## src/hw/rtl/md4_pkg.sv

```systemverilog
// MD4 engine package: control word and status types, microcode program, constants.
// Used by every module of the MD4 engine; no dependencies.
`default_nettype none

package md4_pkg;

	localparam int UPC_W = 7;

	localparam logic [31:0] IV_WORDS [4] = '{
		32'h67452301, 32'hefcdab89, 32'h98badcfe, 32'h10325476
	};
	localparam logic [31:0] ROUND_K1 = 32'h5a827999;
	localparam logic [31:0] ROUND_K2 = 32'h6ed9eba1;
	localparam logic [31:0] PAD_WORD = 32'h00000080;

	typedef enum logic [3:0] {
		OP_NOP,
		OP_ACCEPT,
		OP_FILL_80,
		OP_FILL_ZERO,
		OP_FILL_LEN_LO,
		OP_FILL_LEN_HI,
		OP_INIT,
		OP_STEP,
		OP_FEED,
		OP_EMIT,
		OP_FINISH
	} uop_t;

	typedef enum logic [2:0] {
		CND_NEXT,
		CND_JUMP,
		CND_CALL,
		CND_RET,
		CND_CALL_WRAP,
		CND_JUMP_NOT_LAST,
		CND_JUMP_NO80,
		CND_JUMP_AT14
	} cond_t;

	typedef struct packed {
		uop_t             op;
		cond_t            cond;
		logic [UPC_W-1:0] target;
		logic [3:0]       msg_idx;
		logic [1:0]       rnd;
		logic [1:0]       tgt;
		logic [4:0]       rot;
		logic [1:0]       sel;
	} ctrl_t;

	typedef struct packed {
		logic hold;
		logic wrap;
		logic at14;
		logic last;
		logic need80;
	} stat_t;

	// program addresses
	localparam logic [UPC_W-1:0] A_ACCEPT = 7'd0;
	localparam logic [UPC_W-1:0] A_WRAP0  = 7'd1;
	localparam logic [UPC_W-1:0] A_LAST   = 7'd2;
	localparam logic [UPC_W-1:0] A_PAD    = 7'd3;
	localparam logic [UPC_W-1:0] A_FILL80 = 7'd4;
	localparam logic [UPC_W-1:0] A_WRAP1  = 7'd5;
	localparam logic [UPC_W-1:0] A_ZLOOP  = 7'd6;
	localparam logic [UPC_W-1:0] A_ZFILL  = 7'd7;
	localparam logic [UPC_W-1:0] A_WRAP2  = 7'd8;
	localparam logic [UPC_W-1:0] A_ZBACK  = 7'd9;
	localparam logic [UPC_W-1:0] A_LEN_LO = 7'd10;
	localparam logic [UPC_W-1:0] A_LEN_HI = 7'd11;
	localparam logic [UPC_W-1:0] A_FINAL  = 7'd12;
	localparam logic [UPC_W-1:0] A_EMIT0  = 7'd13;
	localparam logic [UPC_W-1:0] A_EMIT1  = 7'd14;
	localparam logic [UPC_W-1:0] A_EMIT2  = 7'd15;
	localparam logic [UPC_W-1:0] A_EMIT3  = 7'd16;
	localparam logic [UPC_W-1:0] A_FINISH = 7'd17;
	localparam logic [UPC_W-1:0] A_INIT   = 7'd32;
	localparam logic [UPC_W-1:0] A_STEP0  = 7'd33;
	localparam logic [UPC_W-1:0] A_FEED   = 7'd81;

	function automatic logic [31:0] md4_rotl(input logic [31:0] v, input logic [4:0] s);
		return (v << s) | (v >> (6'd32 - 6'(s)));
	endfunction

	function automatic logic [31:0] md4_round_f(input logic [1:0] rnd,
			input logic [31:0] x, input logic [31:0] y, input logic [31:0] z);
		logic [31:0] f;
		unique case (rnd)
			2'd0:    f = (x & y) | (~x & z);
			2'd1:    f = (x & y) | (x & z) | (y & z);
			default: f = x ^ y ^ z;
		endcase
		return f;
	endfunction

	function automatic logic [31:0] md4_round_k(input logic [1:0] rnd);
		logic [31:0] k;
		unique case (rnd)
			2'd0:    k = 32'h0;
			2'd1:    k = ROUND_K1;
			default: k = ROUND_K2;
		endcase
		return k;
	endfunction

	// microcode ROM
	function automatic ctrl_t md4_ucode(input logic [UPC_W-1:0] addr);
		ctrl_t      cw;
		logic [5:0] s;
		logic [3:0] i;
		cw = '0;
		cw.op = OP_NOP;
		cw.cond = CND_NEXT;
		s = 6'(addr - A_STEP0);
		i = s[3:0];
		if (addr >= A_STEP0 && addr < A_FEED) begin
			cw.op = OP_STEP;
			cw.rnd = s[5:4];
			cw.tgt = 2'd0 - s[1:0];
			unique case (s[5:4])
				2'd0:    cw.msg_idx = i;
				2'd1:    cw.msg_idx = {i[1:0], i[3:2]};
				default: cw.msg_idx = {i[0], i[1], i[2], i[3]};
			endcase
			unique case ({s[5:4], s[1:0]})
				4'b00_00, 4'b01_00, 4'b10_00: cw.rot = 5'd3;
				4'b00_01: cw.rot = 5'd7;
				4'b00_10: cw.rot = 5'd11;
				4'b00_11: cw.rot = 5'd19;
				4'b01_01: cw.rot = 5'd5;
				4'b01_10: cw.rot = 5'd9;
				4'b01_11: cw.rot = 5'd13;
				4'b10_01: cw.rot = 5'd9;
				4'b10_10: cw.rot = 5'd11;
				4'b10_11: cw.rot = 5'd15;
				default:  cw.rot = 5'd3;
			endcase
		end else begin
			unique case (addr)
				A_ACCEPT: cw.op = OP_ACCEPT;
				A_WRAP0: begin
					cw.cond = CND_CALL_WRAP;
					cw.target = A_INIT;
				end
				A_LAST: begin
					cw.cond = CND_JUMP_NOT_LAST;
					cw.target = A_ACCEPT;
				end
				A_PAD: begin
					cw.cond = CND_JUMP_NO80;
					cw.target = A_ZLOOP;
				end
				A_FILL80: cw.op = OP_FILL_80;
				A_WRAP1: begin
					cw.cond = CND_CALL_WRAP;
					cw.target = A_INIT;
				end
				A_ZLOOP: begin
					cw.cond = CND_JUMP_AT14;
					cw.target = A_LEN_LO;
				end
				A_ZFILL: cw.op = OP_FILL_ZERO;
				A_WRAP2: begin
					cw.cond = CND_CALL_WRAP;
					cw.target = A_INIT;
				end
				A_ZBACK: begin
					cw.cond = CND_JUMP;
					cw.target = A_ZLOOP;
				end
				A_LEN_LO: cw.op = OP_FILL_LEN_LO;
				A_LEN_HI: cw.op = OP_FILL_LEN_HI;
				A_FINAL: begin
					cw.cond = CND_CALL;
					cw.target = A_INIT;
				end
				A_EMIT0: begin
					cw.op = OP_EMIT;
					cw.sel = 2'd0;
				end
				A_EMIT1: begin
					cw.op = OP_EMIT;
					cw.sel = 2'd1;
				end
				A_EMIT2: begin
					cw.op = OP_EMIT;
					cw.sel = 2'd2;
				end
				A_EMIT3: begin
					cw.op = OP_EMIT;
					cw.sel = 2'd3;
				end
				A_FINISH: begin
					cw.op = OP_FINISH;
					cw.cond = CND_JUMP;
					cw.target = A_ACCEPT;
				end
				A_INIT: cw.op = OP_INIT;
				A_FEED: begin
					cw.op = OP_FEED;
					cw.cond = CND_RET;
				end
				default: begin
					cw.cond = CND_JUMP;
					cw.target = A_ACCEPT;
				end
			endcase
		end
		return cw;
	endfunction

endpackage

`default_nettype wire

```

## src/hw/rtl/md4_in_if.sv

```systemverilog
// MD4 engine input channel: message words with byte count and last flag.
// No dependencies.
`default_nettype none

interface md4_in_if;
	logic        valid;
	logic        ready;
	logic [31:0] data_word;
	logic [2:0]  byte_count;
	logic        last_word;

	modport source (output valid, data_word, byte_count, last_word, input ready);
	modport sink (input valid, data_word, byte_count, last_word, output ready);
endinterface

`default_nettype wire

```

## src/hw/rtl/md4_out_if.sv

```systemverilog
// MD4 engine output channel: digest words, A first, with a final-word flag.
// No dependencies.
`default_nettype none

interface md4_out_if;
	logic        valid;
	logic        ready;
	logic [31:0] digest_word;
	logic        digest_last;

	modport source (output valid, digest_word, digest_last, input ready);
	modport sink (input valid, digest_word, digest_last, output ready);
endinterface

`default_nettype wire

```

## src/hw/rtl/md4_sequencer.sv

```systemverilog
// MD4 microsequencer: step counter, return register, jump conditions, ROM lookup.
// Depends on md4_pkg.
`default_nettype none

module md4_sequencer
	import md4_pkg::*;
(
	input  wire   clk,
	input  wire   arst_n,
	input  stat_t stat,
	output ctrl_t ctrl
);

	logic [UPC_W-1:0] upc_q, upc_d;
	logic [UPC_W-1:0] ret_q, ret_d;
	logic [UPC_W-1:0] upc_inc;

	assign ctrl = md4_ucode(upc_q);
	assign upc_inc = upc_q + 7'd1;

	always_comb begin
		upc_d = upc_inc;
		ret_d = ret_q;
		if (stat.hold) begin
			upc_d = upc_q;
		end else begin
			unique case (ctrl.cond)
				CND_NEXT: upc_d = upc_inc;
				CND_JUMP: upc_d = ctrl.target;
				CND_CALL: begin
					upc_d = ctrl.target;
					ret_d = upc_inc;
				end
				CND_RET: upc_d = ret_q;
				CND_CALL_WRAP: begin
					if (stat.wrap) begin
						upc_d = ctrl.target;
						ret_d = upc_inc;
					end
				end
				CND_JUMP_NOT_LAST: if (!stat.last) upc_d = ctrl.target;
				CND_JUMP_NO80: if (!stat.need80) upc_d = ctrl.target;
				CND_JUMP_AT14: if (stat.at14) upc_d = ctrl.target;
				default: upc_d = A_ACCEPT;
			endcase
		end
	end

	always_ff @(posedge clk or negedge arst_n) begin
		if (!arst_n) begin
			upc_q <= A_ACCEPT;
			ret_q <= A_ACCEPT;
		end else begin
			upc_q <= upc_d;
			ret_q <= ret_d;
		end
	end

endmodule

`default_nettype wire

```

## src/hw/rtl/md4_datapath.sv

```systemverilog
// MD4 datapath: block buffer, working and chaining words, byte counter, digest register.
// Depends on md4_pkg, md4_in_if and md4_out_if.
`default_nettype none

module md4_datapath
	import md4_pkg::*;
(
	input  wire          clk,
	input  wire          arst_n,
	input  ctrl_t        ctrl,
	output stat_t        stat,
	md4_in_if.sink       in_ch,
	md4_out_if.source    out_ch
);

	logic [31:0] buf_q [16];
	logic [31:0] work_q [4];
	logic [31:0] chain_q [4];
	logic [3:0]  widx_q;
	logic [60:0] total_q;
	logic        last_q;
	logic        need80_q;
	logic        out_valid_q;
	logic [31:0] digest_word_q;
	logic        digest_last_q;

	logic        accept;
	logic [2:0]  n_bytes;
	logic [2:0]  add_bytes;
	logic [31:0] keep;
	logic [31:0] pad;
	logic [31:0] acc_word;
	logic        fill_en;
	logic [31:0] fill_val;
	logic        emit_go;
	logic [1:0]  ix, iy, iz;
	logic [31:0] step_sum;

	assign in_ch.ready = (ctrl.op == OP_ACCEPT);
	assign accept = in_ch.valid && in_ch.ready;

	assign n_bytes = (in_ch.byte_count > 3'd4) ? 3'd4 : in_ch.byte_count;
	assign add_bytes = in_ch.last_word ? n_bytes : 3'd4;

	always_comb begin
		unique case (n_bytes[1:0])
			2'd0: begin
				keep = 32'h0;
				pad = 32'h00000080;
			end
			2'd1: begin
				keep = 32'h000000ff;
				pad = 32'h00008000;
			end
			2'd2: begin
				keep = 32'h0000ffff;
				pad = 32'h00800000;
			end
			default: begin
				keep = 32'h00ffffff;
				pad = 32'h80000000;
			end
		endcase
	end

	assign acc_word = (!in_ch.last_word || n_bytes[2]) ? in_ch.data_word
		: ((in_ch.data_word & keep) | pad);

	always_comb begin
		fill_en = 1'b0;
		fill_val = 32'h0;
		unique case (ctrl.op)
			OP_ACCEPT: begin
				fill_en = accept;
				fill_val = acc_word;
			end
			OP_FILL_80: begin
				fill_en = 1'b1;
				fill_val = PAD_WORD;
			end
			OP_FILL_ZERO: fill_en = 1'b1;
			OP_FILL_LEN_LO: begin
				fill_en = 1'b1;
				fill_val = {total_q[28:0], 3'b000};
			end
			OP_FILL_LEN_HI: begin
				fill_en = 1'b1;
				fill_val = total_q[60:29];
			end
			default: fill_en = 1'b0;
		endcase
	end

	assign emit_go = (ctrl.op == OP_EMIT) && (!out_valid_q || out_ch.ready);

	assign stat.hold = ((ctrl.op == OP_ACCEPT) && !accept) || ((ctrl.op == OP_EMIT) && !emit_go);
	assign stat.wrap = (widx_q == 4'd0);
	assign stat.at14 = (widx_q == 4'd14);
	assign stat.last = last_q;
	assign stat.need80 = need80_q;

	// compression step
	assign ix = ctrl.tgt + 2'd1;
	assign iy = ctrl.tgt + 2'd2;
	assign iz = ctrl.tgt + 2'd3;
	assign step_sum = work_q[ctrl.tgt]
		+ md4_round_f(ctrl.rnd, work_q[ix], work_q[iy], work_q[iz])
		+ buf_q[ctrl.msg_idx] + md4_round_k(ctrl.rnd);

	always_ff @(posedge clk) begin
		if (fill_en)
			buf_q[widx_q] <= fill_val;
		if (ctrl.op == OP_INIT) begin
			for (int k = 0; k < 4; k++)
				work_q[k] <= chain_q[k];
		end else if (ctrl.op == OP_STEP) begin
			work_q[ctrl.tgt] <= md4_rotl(step_sum, ctrl.rot);
		end
		if (emit_go) begin
			digest_word_q <= chain_q[ctrl.sel];
			digest_last_q <= (ctrl.sel == 2'd3);
		end
	end

	always_ff @(posedge clk or negedge arst_n) begin
		if (!arst_n) begin
			for (int k = 0; k < 4; k++)
				chain_q[k] <= IV_WORDS[k];
			widx_q <= '0;
			total_q <= '0;
			last_q <= 1'b0;
			need80_q <= 1'b0;
			out_valid_q <= 1'b0;
		end else begin
			if (fill_en)
				widx_q <= widx_q + 4'd1;
			if (accept) begin
				total_q <= total_q + 61'(add_bytes);
				last_q <= in_ch.last_word;
				need80_q <= in_ch.last_word && n_bytes[2];
			end else if (ctrl.op == OP_FINISH) begin
				total_q <= '0;
				last_q <= 1'b0;
				need80_q <= 1'b0;
			end
			if (ctrl.op == OP_FEED) begin
				for (int k = 0; k < 4; k++)
					chain_q[k] <= chain_q[k] + work_q[k];
			end else if (ctrl.op == OP_FINISH) begin
				for (int k = 0; k < 4; k++)
					chain_q[k] <= IV_WORDS[k];
			end
			if (emit_go)
				out_valid_q <= 1'b1;
			else if (out_ch.ready)
				out_valid_q <= 1'b0;
		end
	end

	assign out_ch.valid = out_valid_q;
	assign out_ch.digest_word = digest_word_q;
	assign out_ch.digest_last = digest_last_q;

endmodule

`default_nettype wire

```

## src/hw/rtl/md4_hash_engine.sv

```systemverilog
// MD4 hash engine: a request inside a block passes the accept, wrap and last steps;
// the 16th word of a block also runs the compression (init, 48 round steps at one
// per cycle, feed-forward). A last word pads, runs one or two compressions and
// puts out four digest words one per cycle when the sink is ready, then finishes.
// Reset (arst_n low): chaining words to the MD4 initial vector, byte and word counts
// to zero, sequencer at the request-accept step; block buffer is not cleared.
// Depends on md4_pkg, md4_in_if, md4_out_if, md4_sequencer and md4_datapath.
`default_nettype none

module md4_hash_engine
	import md4_pkg::*;
(
	input  wire       clk,
	input  wire       arst_n,
	md4_in_if.sink    in_ch,
	md4_out_if.source out_ch
);

	ctrl_t ctrl;
	stat_t stat;

	md4_sequencer u_seq (
		.clk    (clk),
		.arst_n (arst_n),
		.stat   (stat),
		.ctrl   (ctrl)
	);

	md4_datapath u_dp (
		.clk    (clk),
		.arst_n (arst_n),
		.ctrl   (ctrl),
		.stat   (stat),
		.in_ch  (in_ch),
		.out_ch (out_ch)
	);

endmodule

`default_nettype wire
```

## src/flat_wrapper.sv

```systemverilog
// flat-port wrapper written by rule: the top's interface ports become plain ports
module md4_hash_engine_flat import md4_pkg::*;
  (clk, arst_n, in_ch_valid, in_ch_data_word, in_ch_byte_count, in_ch_last_word, in_ch_ready, out_ch_valid, out_ch_digest_word, out_ch_digest_last, out_ch_ready);
  md4_in_if in_ch_i ();
  md4_out_if out_ch_i ();
  input  wire clk;
  input  wire arst_n;
  input wire logic [$bits(in_ch_i.valid)-1:0] in_ch_valid;
  input wire logic [$bits(in_ch_i.data_word)-1:0] in_ch_data_word;
  input wire logic [$bits(in_ch_i.byte_count)-1:0] in_ch_byte_count;
  input wire logic [$bits(in_ch_i.last_word)-1:0] in_ch_last_word;
  output wire logic [$bits(in_ch_i.ready)-1:0] in_ch_ready;
  output wire logic [$bits(out_ch_i.valid)-1:0] out_ch_valid;
  output wire logic [$bits(out_ch_i.digest_word)-1:0] out_ch_digest_word;
  output wire logic [$bits(out_ch_i.digest_last)-1:0] out_ch_digest_last;
  input wire logic [$bits(out_ch_i.ready)-1:0] out_ch_ready;
  assign in_ch_i.valid = in_ch_valid;
  assign in_ch_i.data_word = in_ch_data_word;
  assign in_ch_i.byte_count = in_ch_byte_count;
  assign in_ch_i.last_word = in_ch_last_word;
  assign in_ch_ready = in_ch_i.ready;
  assign out_ch_valid = out_ch_i.valid;
  assign out_ch_digest_word = out_ch_i.digest_word;
  assign out_ch_digest_last = out_ch_i.digest_last;
  assign out_ch_i.ready = out_ch_ready;
  md4_hash_engine u_core (.clk(clk), .arst_n(arst_n), .in_ch(in_ch_i), .out_ch(out_ch_i));
endmodule
```

## config.mk

```make
export PLATFORM = sky130hd
export DESIGN_NAME = md4_hash_engine_flat
export DESIGN_NICKNAME = d
export VERILOG_FILES = /design/src/hw/rtl/md4_pkg.sv /design/src/hw/rtl/md4_in_if.sv /design/src/hw/rtl/md4_out_if.sv /design/src/hw/rtl/md4_sequencer.sv /design/src/hw/rtl/md4_datapath.sv /design/src/hw/rtl/md4_hash_engine.sv /design/src/flat_wrapper.sv
export SDC_FILE = /design/constraint.sdc
export NUM_CORES = 2
export LEC_CHECK = 0
export BUFFER_PORTS_ARGS = -buffer_cell sky130_fd_sc_hd__buf_2
export CORE_ASPECT_RATIO = 0.75
export CORE_MARGIN = 3
export CORE_UTILIZATION = 40
export DETAILED_ROUTE_END_ITERATION = 10
export PLACE_DENSITY = 0.68
export SETUP_SLACK_MARGIN = 0.15
export SYNTH_ARGS = -nofsm -noshare
export SYNTH_HDL_FRONTEND = slang
export SYNTH_HIERARCHICAL = 1
export SYNTH_SLANG_ARGS = --single-unit
```

## constraint.sdc

```tcl
create_clock -name clk -period 8.6 [get_ports clk]
set_clock_uncertainty 0.15 [all_clocks]
set_input_delay 0.86 -clock clk [delete_from_list [all_inputs] [get_ports clk]]
set_output_delay 0.86 -clock clk [all_outputs]
set_load 0.01 [all_outputs]
```

Word-level counts from Yosys, hierarchy flattened:

Memories as Yosys holds them, arrays and structs flattened.
Index checks and enable logic that the tools add are counted.

* bits in writable memories: 640
* output and inout bits: 35
* register bits: 243
* bits in read-only memories: 64
* bits in latches: 0
* word-level logic and storage cells: 175
* memories: 3

Memory list
* u_core.u_dp.buf_q: words 16, bits a word 32, rd ports 1, clocked after memory_dff 0, wr ports 1, line md4_datapath.sv:16 `logic [31:0] buf_q [16];`
* u_core.u_dp.work_q: words 4, bits a word 32, rd ports 8, clocked after memory_dff 0, wr ports 4, line md4_datapath.sv:17 `logic [31:0] work_q [4];`
* (name not given): words 16, bits a word 4, rd ports 1, clocked after memory_dff 0, wr ports 0, line md4_pkg.sv:127 `unique case ({s[5:4], s[1:0]})`

* magnitude comparators: 4
* multipliers: 0
* $add $sub $neg: 16
* muxes and demuxes: 47
* bitwise gates (word level): 15
* eq/ne operators: 43
* shift operators: 2
* divide/modulo/power cells: 0
* reductions and logical operators: 32

Operators by type and width (number)
* 128-bit 2-to-1 mux: 2
* 32-bit adder: 7
* 32-bit AND: 5
* 32-bit OR: 5
* 32-bit 2-to-1 mux: 4
* 32-bit case mux with 4 select lines: 1
* 61-bit 2-to-1 mux: 2
* 32-bit case mux with 3 select lines: 1
* 24-bit case mux with 3 select lines: 1
* 32-bit binary-select mux with 2-bit select: 1
* 32-bit case mux with 2 select lines: 1
* 32-bit XOR: 2
* 31-bit case mux with 2 select lines: 1
* 61-bit by 3-bit adder with 61-bit output: 1
* 7-bit by 4-bit equality test with 1-bit output, second input constant: 8
* 7-bit case mux with 7 select lines: 1
* 4-bit case mux with 9 select lines: 1
* 7-bit 2-to-1 mux: 5
* 32-bit NOT: 1
* 32-bit OR reduction: 1
* 32-bit by 5-bit << shifter with 32-bit output: 1
* 32-bit by 6-bit right shift with 32-bit output: 1
* 7-bit by 3-bit equality test with 1-bit output, second input constant: 4
* 3-bit case mux with 7 select lines: 1
* other kinds (52): 101

Logic depth before layout (Yosys ltp):

An unclocked memory read counts as a cell.

* depth after elaboration: 16
* gate-level depth with buffers: 32
* mapped depth without buffers: 26

By module:

Netlist, hierarchy kept.

By module, submodules not included
* md4_datapath: seq. area each 25194.2 um2, instances 1, cells each 4567, area each 54204.5 um2
* md4_sequencer: seq. area each 350.3 um2, instances 1, cells each 250, area each 1774.2 um2

Least setup slack after synthesis:

OpenSTA, ideal clock, no wires.

* path type: register -> register
* start: register u_core.u_seq.upc_q[2]
* end: memory u_core.u_dp.work_q[0][26], data pin
* buffers on the path: 8
* data arrival time: 8.518 ns
* cell stages (with the launch flop): 29
* required time: 8.180 ns
* path slack: -0.338 ns
* cells stage by stage: dfrtp_1 buf_6 or4_4 a21oi_1 a22oi_4 clkbuf_1 nor2_1 clkbuf_1 buf_1 clkbuf_1 buf_1 buf_1 mux4_2 fa_1 inv_1 fa_1 inv_1 ha_1 buf_4 nand2_1 or4_4 or4_4 nand2_2 o21ai_2 xnor2_1 mux4_2 mux2_4 a221oi_4 a21oi_1

RTL lines
* start, declared: line md4_sequencer.sv:14 `logic [UPC_W-1:0] upc_q, upc_d;`
* start signal, assigned: line md4_sequencer.sv:54 `upc_q <= upc_d;`
* end, declared: line md4_datapath.sv:17

==> results <==
- The detailed router placed 45100 vias in this run.
- Row generation in the floorplan step produced 118 rows.
- The number of max-cap violations is 0.
- The global placer's final weighted congestion is 1.01.
- The type of destination of the critical path is a flop.
- For this run, the post-layout net count is 5455.
- The fraction of layout cells with a size suffix above 1 is 25.4%.
- The detail-routed via count per cell is 6.36.
- Setup repair after global routing could not meet its margin everywhere.
- Measured along the y axis, the die boundary spans 330 um.
- The library cell contributing the largest single delay on the critical path is sky130_fd_sc_hd__fa_1.
- The root buffer cell is sky130_fd_sc_hd__clkbuf_16.
- The leftover overflow at the end of global routing is 0.
- For the pin with the worst max-slew slack, the measured transition is 1.29 ns.
- The number of nets produced by synthesis is 5116.
- The later pin in the worst-skew pair is clocked with a latency of 0.73 ns.
- Relative to the synthesized area, the layout overhead comes to 17.6%.
- The first global-routing pass estimated 280000 um of wire.
- The class of the worst hold path is input port to flop.
- At the worst endpoint, the arrival time is 8.62 ns.
- 75 I/O pins were placed.
- The flow ran to the end, and the final reports show no timing, DRC or antenna violations.
- The number of nets still failing antenna checks after routing is 0.
- Timing would allow up to 0.120 GHz.
- During placement, the flow inserted port buffers numbering 74.
- For this configuration, the core starts out at a cell density of 40.4%.
- The first detailed-routing pass ran for 6 iterations.
- Global routing used 25.8% of the available tracks.
- The number of antenna violations at the first check in global routing is 4.
- The CTS tree is done.
- In this run the register-to-register setup slack is 0.27 ns.
- A synthesized cell averages 11.6 um^2.
- The half-perimeter wire length after detailed placement is 135000 um.
- The total count of hold-check failures in the final report came to 0.
- With fillers left out, the area of the finished cells amounts to 65800 um^2.
- The maximum clock path buffer count is 3.
- In this run the standard cell core region covers 138000 um^2.
- The die area is 144000 um^2.
- The H-tree generated during clock tree synthesis spans 3 levels.
- The number of buffers inserted during clock tree synthesis is 91.
- The die is 438 um wide.
- By instance count, the cell type seen most on the critical path is sky130_fd_sc_hd__buf_4.
- The summed negative setup slack over all endpoints is 0 ns.
- In the finished design, the share of the clock period the worst path needs comes to 96.8%.
- The total number of yosys warnings is 6.
- STA puts the critical path data required time at 8.89 ns.
- After technology mapping, the gate count stands at 4809.
- The final-report max-slew violation count is 0.
- Summed over all layers, the routed wires come to 193000 um.
- After detailed routing, the average wire length per cell comes to 27.2 um.
- Measured against its own limit, the worst slew margin works out to 13.5%.
- Summing every instance area after synthesis gives 55900 um^2.
- Counting every sink on the clock net gives 883.
- The post-layout minimum cycle time is 8.33 ns.
- Once placement completed, the tool counted placed cells totaling 6856.
- The number of global-route vias before repair was 42100.
- Summing all placed instances gives a cell area of 61100 um^2.
- The first routing iteration left 6417 violations.
- Once layout is complete, the cells apart from fillers number 7088.
- The largest stage delay on the critical path is 0.65 ns.
- The category of the most critical setup path is flop to flop.
- The highest fanout seen on the critical path is 32.
- Entering global routing, the biggest net connects 73 pins.
- After clock tree synthesis, the clock-pin slew on the worst setup and hold paths is 0.07 ns.
- The total of fill cells in the finished design is 12300.
- For this run, the share of the core covered by cells in the final layout is 47.5%.
- Setup violations remaining at the end of the flow were counted as 0.
- The startpoint type of the worst setup path is a flop.
- The remaining routing DRC violations is 0.
## final cells by class
| class | count | area [um^2] | area share [%] |
|---|---|---|---|
| clock inverter | 54 | 557 | 0.846 |
| timing repair buffer | 523 | 4320 | 6.57 |
| inverter | 184 | 696 | 1.06 |
| clock buffer | 114 | 2510 | 3.81 |
| tap | 1860 | 2330 | 3.54 |
| sequential | 883 | 25500 | 38.8 |
| multi-input combinational | 3465 | 29800 | 45.3 |
| antenna | 5 | 12.5 | 0.0190 |
## per-stage QoR
stage	hold slack, ns	setup slack, ns
6_report	0.238	0.272
5_1_grt	0.237	0.0464
4_1_cts	0.199	0.136
3_5_place_dp	0.326	-0.428
3_3_place_gp	0.318	-0.366
2_1_floorplan	0.300	0.182
## sequential cells by signal (all words and copies together) (netlist names)
| name | flops |
|---|---|
| u_core/u_dp/out_ch.digest_last | 1 |
| u_core/u_dp/out_ch.valid | 1 |
| u_core/u_seq/ret_q | 7 |
| u_core/u_dp/need80_q | 1 |
| u_core/u_dp/out_ch.digest_word | 32 |
| u_core/u_dp/last_q | 1 |
| u_core/u_dp/buf_q | 512 |
| u_core/u_dp/total_q | 61 |
| u_core/u_dp/work_q | 128 |
| u_core/u_dp/chain_q | 128 |
| u_core/u_seq/upc_q | 7 |
| u_core/u_dp/widx_q | 4 |
## placed cells by master (no fill, tap or decap), types with 129 or more instances in the layout
cell                         n
sky130_fd_sc_hd__nand3_1   129
sky130_fd_sc_hd__nand2_1   428
sky130_fd_sc_hd__mux4_2    325
sky130_fd_sc_hd__inv_1     177
sky130_fd_sc_hd__a21oi_1   293
sky130_fd_sc_hd__o21ai_0   237
sky130_fd_sc_hd__buf_4     398
sky130_fd_sc_hd__nor2_1    359
sky130_fd_sc_hd__edfxtp_1  673
sky130_fd_sc_hd__dfrtp_1   146
sky130_fd_sc_hd__ha_1      162
## layer usage
metal | up-vias | global-route usage [%] | routed length [um] | part of all wire, %
met1 | 22700 | 38.6 | 81900 | 42
met5 | - | 0 | 0 | 0
met4 | 0 | 7.57 | 6190 | 3.2
li1 | 19400 | - | - | -
met3 | 320 | 6.20 | 22800 | 12
met2 | 2714 | 36.9 | 82300 | 43
## repair_timing
action / in CTS / in global routing
setup buffers: 10 / 39
gates cloned: 0 / 9
hold endpoints to repair: 18 / 0
hold buffers: 1 / 0
gates resized for setup: 53 / 163
pin swaps: 8 / 42
endpoints found under the setup margin: 128 / 128
## critical path, delay by kind of cell, from the launching register on
family | cells | cell delay [ns]
multiplexers | 1 | 0.57
buffers and inverters | 9 | 1.88
adder cells (fa/ha/maj) | 2 | 0.94
AND/OR/NAND/NOR | 7 | 2.73
flip-flops | 1 | 0.42
AO/OA/AOI/OAI | 6 | 1.26
## worst paths after layout
check,from,to,cells past startpoint
min in group asynchronous,arst_n,u_core/u_dp/chain_q[3],2
hold reg to reg,u_core/u_dp/chain_q[64],u_core/u_dp/chain_q[64],2
hold / removal,in_ch_last_word,u_core/u_dp/last_q,3
setup / recovery,u_core/u_seq/upc_q[2],u_core/u_dp/work_q[2][7],25
max in group asynchronous,arst_n,u_core/u_dp/total_q[23],4
setup reg to reg,u_core/u_seq/upc_q[2],u_core/u_dp/work_q[2][7],25
Power is not shown: default switching activity piles up to over one toggle a cycle in this logic, so the estimate is an artifact.
